===== src/rtl/core/wms_pkg.sv =====
// ----------------------------------------------------------------------------
// wms_pkg
// Types and constants shared by the windowed mean / deviation core.
// ----------------------------------------------------------------------------
`default_nettype none

package wms_pkg;

  localparam int unsigned SampleW   = 16;
  localparam int unsigned SumW      = 24;
  localparam int unsigned SquareW   = 40;
  localparam int unsigned CfgW      = 32;
  localparam int unsigned Q168W     = 24;
  localparam int unsigned InvW      = 29;
  localparam int unsigned VarW      = 57;
  localparam int unsigned DivCntW   = 6;

  localparam logic [CfgW-1:0]  InverseSizeReset = 32'd89478485;
  localparam logic [Q168W-1:0] Q168Max          = 24'd16776960;

  typedef struct packed {
    logic [SampleW-1:0] sample;
    logic               last;
  } in_item_t;

  typedef struct packed {
    logic [Q168W-1:0] mean;
    logic [Q168W-1:0] deviation;
    logic [InvW-1:0]  inverse_deviation;
    logic             flat;
  } out_item_t;

  typedef enum logic [3:0] {
    ST_ACC,
    ST_PROD,
    ST_SCALE,
    ST_SQUARE,
    ST_DIFF,
    ST_CHECK,
    ST_DIV,
    ST_SQINIT,
    ST_SQRT,
    ST_DEVMUL,
    ST_DEVFIN,
    ST_OUT
  } state_e;

  typedef struct packed {
    logic accum;
    logic prod;
    logic scale;
    logic square;
    logic diff;
    logic div_init;
    logic div_step;
    logic sq_init;
    logic sq_step;
    logic dev_mul;
    logic dev_fin;
    logic out_load;
  } cmd_t;

  typedef struct packed {
    logic div_done;
    logic sq_done;
    logic flat;
    logic out_busy;
  } status_t;

endpackage

`default_nettype wire


===== src/rtl/core/wms_ctrl.sv =====
// ----------------------------------------------------------------------------
// wms_ctrl
// Sequencer: accumulates items, then steps the datapath through the finish.
// ----------------------------------------------------------------------------
`default_nettype none

module wms_ctrl import wms_pkg::*; (
  input  wire logic    clk_i,
  input  wire logic    rst_ni,
  input  wire logic    in_valid_i,
  input  wire logic    in_last_i,
  output logic         in_ready_o,
  input  wire status_t status_i,
  output cmd_t         cmd_o
);

  state_e state_q, state_d;

  always_ff @(posedge clk_i or negedge rst_ni) begin
    if (!rst_ni) begin
      state_q <= ST_ACC;
    end else begin
      state_q <= state_d;
    end
  end

  always_comb begin
    state_d    = state_q;
    cmd_o      = '0;
    in_ready_o = 1'b0;
    unique case (state_q)
      ST_ACC: begin
        in_ready_o = 1'b1;
        if (in_valid_i) begin
          cmd_o.accum = 1'b1;
          if (in_last_i) state_d = ST_PROD;
        end
      end
      ST_PROD: begin
        cmd_o.prod = 1'b1;
        state_d    = ST_SCALE;
      end
      ST_SCALE: begin
        cmd_o.scale = 1'b1;
        state_d     = ST_SQUARE;
      end
      ST_SQUARE: begin
        cmd_o.square = 1'b1;
        state_d      = ST_DIFF;
      end
      ST_DIFF: begin
        cmd_o.diff = 1'b1;
        state_d    = ST_CHECK;
      end
      ST_CHECK: begin
        if (status_i.flat) begin
          state_d = ST_OUT;
        end else begin
          cmd_o.div_init = 1'b1;
          state_d        = ST_DIV;
        end
      end
      ST_DIV: begin
        cmd_o.div_step = 1'b1;
        if (status_i.div_done) state_d = ST_SQINIT;
      end
      ST_SQINIT: begin
        cmd_o.sq_init = 1'b1;
        state_d       = ST_SQRT;
      end
      ST_SQRT: begin
        cmd_o.sq_step = 1'b1;
        if (status_i.sq_done) state_d = ST_DEVMUL;
      end
      ST_DEVMUL: begin
        cmd_o.dev_mul = 1'b1;
        state_d       = ST_DEVFIN;
      end
      ST_DEVFIN: begin
        cmd_o.dev_fin = 1'b1;
        state_d       = ST_OUT;
      end
      ST_OUT: begin
        // hold until the output register is free
        if (!status_i.out_busy) begin
          cmd_o.out_load = 1'b1;
          state_d        = ST_ACC;
        end
      end
      default: state_d = ST_ACC;
    endcase
  end

endmodule

`default_nettype wire


===== config.mk =====
export PLATFORM = sky130hd
export DESIGN_NAME = wms_ctrl
export DESIGN_NICKNAME = d
export VERILOG_FILES = /design/src/rtl/core/wms_pkg.sv /design/src/rtl/core/wms_ctrl.sv
export SDC_FILE = /design/constraint.sdc
export NUM_CORES = 1
export LEC_CHECK = 0
export ABC_AREA = 1
export BUFFER_PORTS_ARGS = -buffer_cell sky130_fd_sc_hd__buf_2
export CAP_MARGIN = 25
export CORE_AREA = 2 2 39 41
export CTS_BUF_LIST = sky130_fd_sc_hd__clkbuf_4
export CTS_CLUSTER_SIZE = 16
export DETAILED_ROUTE_END_ITERATION = 6
export DIE_AREA = 0 0 41 43
export PLACE_DENSITY = 0.56
export SYNTH_ARGS = -nofsm -noshare
export SYNTH_HDL_FRONTEND = slang
export SYNTH_SLANG_ARGS = --single-unit

===== constraint.sdc =====
create_clock -name clk_i -period 3.9 [get_ports clk_i]
set_clock_uncertainty 0.2 [all_clocks]
set_input_delay 0.585 -clock clk_i [delete_from_list [all_inputs] [get_ports clk_i]]
set_output_delay 0.585 -clock clk_i [all_outputs]
set_load 0.03 [all_outputs]

==> flow_summary.toml <==
[status]
run_status = "complete, no violations"

[clock_network]
cts_tree = "yes"
clkSlewWorstSetupHoldPaths_ns = 0.04
postCtsResizedCells = 0
postCtsHoldBufs = 1
cts_root_buffer = "clkbuf_4"
post_cts_buffers = 0
cts_buffers = 3
htree_levels = 1
clkSinkCount = 4
clock_path_buffers = 2
insertion_delay_ns = 0.23

[min_path]
hold_path_class = "reg2reg"
min-delay-start = "state_q[3]"
min_path_cells = 2
min_to = "state_q[3]"

[placement]
dp_hpwl_um = 790
gp_congestion = 0.862
port_buffers = 20
placed_cells = 95

[setup_path]
crit_type = "reg2out"
cpMostUsedCell = "inv_1"
r2r-start = "state_q[2]"
worst_path_largest_cell_delay_ns = 0.40
cp.arrival_ns = 1.44
worstPathRequired_ns = 3.12
cpMaxStageDelayCell = "dfrtp_1"
path_cells = "inv_2 > nand2_2 > nor2_2 > inv_1 > or2_1 > inv_1 > buf_2"
cp-end-kind = "primary output"
cp_max_fo = 4
r2r_end = "state_q[3]"
ff2ff_path_depth = 6
ff2ff_setup_slack_ns = 2.52
startpoint_type = "register"

[routing]
wl_per_cell_um = 9.20
drtAntennaViolNets = 0
dr.pass1.iters = 4
vias_per_cell = 4.23
dr_total_vias = 419
wl_um = 911
drc_errors = 0
first_iter_violations = 5

[finish]
top_regs = "state_q (4)"
largest_reg_flops = 4
nFillCells = 145
multiInputGateArea_um2 = 241
nets = 93
layout.cells.most_common = "buf_2"
syn_to_final_growth_pct = 39.5
ff_latch_area_um2 = 100
final_layout_size_suffix_gt1_share_pct = 50.6
regMostFlops = "state_q"
stdcell_count = 99
layout.cells.most_common_list = "20 x buf_2, 14 x nor2_1, 8 x inv_1"
n_antenna_cell = 0

[timing]
fmax_mhz = 449
setup_violations = 0
slew_violations = 0
timing.hold.ws_ns = 0.413
min_period_ns = 2.23
finalCritPeriodShare_pct = 57.1
fin_setup_tns_ns = 0
rsz0062_at_grt = "no"
slew_headroom_pct = 82.4
worst_slew_pin_slew_ns = 0.262
hold_violations = 0

[floorplan]
initial_core_util_pct = 27.9
num_rows = 14
die_area_um2 = 1760
io_pins = 21
die_h_um = 43
die_x_um = 41
core_um2 = 1380

[yosys]
synth_seq_area_share_pct = 25.9
ys_types = 19
syn_area_um2 = 387
syn-num-nets = 67
ys_seq_elements = 4
synth_area_per_cell_um2 = 6.55
ys.warnings.count = 0
syn_inst = 59

[pwr]
p_per_area_nw_per_um2 = 829
leakage_nw = 0.316
ir_drop_mv = 0.332

[global_route]
grt_pass1_wl_um = 1490
grt_pass1_vias = 388
grtUsageTotal_pct = 13.0
grt_max_degree = 7
grt_overflow_total = 0
antenna_found_initial = 0

[job]
drv_cap = 0
[logic make-up after synthesis]
logic type             synth area share [%]
AOI/OAI and AO/OA                      9.06
and+or+nand+nor                        53.4
buffers and inverters                  11.6
DFF                                    25.9
[area by class of cell]
class	count	share of cell area, %
tap	16	3.71
sequential	4	18.6
clock buffer	3	4.18
timing repair buffer	21	20.4
multi-input combinational	43	44.8
inverter	12	8.35
[worst max path at each step]
stage / start / to / slack, ns / depth (start not counted)
finish: state_q[3] / cmd_o[6] / 1.67 / 7
detailed placement: state_q[3] / cmd_o[6] / 1.91 / 7
floorplan: state_q[2] / cmd_o[0] / 1.76 / 3
global placement: state_q[3] / cmd_o[6] / 1.96 / 7
global route: state_q[3] / cmd_o[6] / 1.57 / 7
CTS: state_q[3] / cmd_o[6] / 1.66 / 7
[synth_stat cells, drive strengths merged]
cell type / n / area share (%)
a21oi: 2 / 3.6
and3: 1 / 1.6
dfrtp: 4 / 26
inv: 12 / 12
nand2: 11 / 14
nand3: 5 / 12
nand3b: 1 / 1.9
nor2: 18 / 21
nor3: 1 / 1.3
o211ai: 1 / 1.9
o21ai: 2 / 3.6
or2: 1 / 1.6
[per-layer routing]
metal	vias up	track usage [%]	routed length, µm
met1	173	16.0	418
met4	0	12.0	0
met5	-	0	0
met2	19	17.2	425
li1	227	-	-
met3	0	3.66	68
[critical path: cells and delay by family, from the launching register on]
family        cells  cell delay, ns
flops             1            0.40
buf+inv           4            0.38
simple gates      3            0.43
[through the flow]
step / area, µm² / setup WS, ns / utilization (%) / total power [mW]
detailed placement: 507 / 1.91 / 36.6 / 0.400
global route: 539 / 1.57 / 39.0 / 0.490
global placement: 507 / 1.96 / 36.6 / 0.398
floorplan: 387 / 1.76 / - / 0.326
finish: 539 / 1.67 / 39.0 / 0.447
CTS: 539 / 1.66 / 39.0 / 0.454
[power by group]
group          internal, mW  leakage [nW]  switching, mW
sequential           0.0615        0.0494         0.0251
clock                0.0343        0.0138         0.0148
combinational        0.0944         0.253          0.217
total                 0.190         0.316          0.257
No activity file was read; power rests on OpenSTA's default activity.
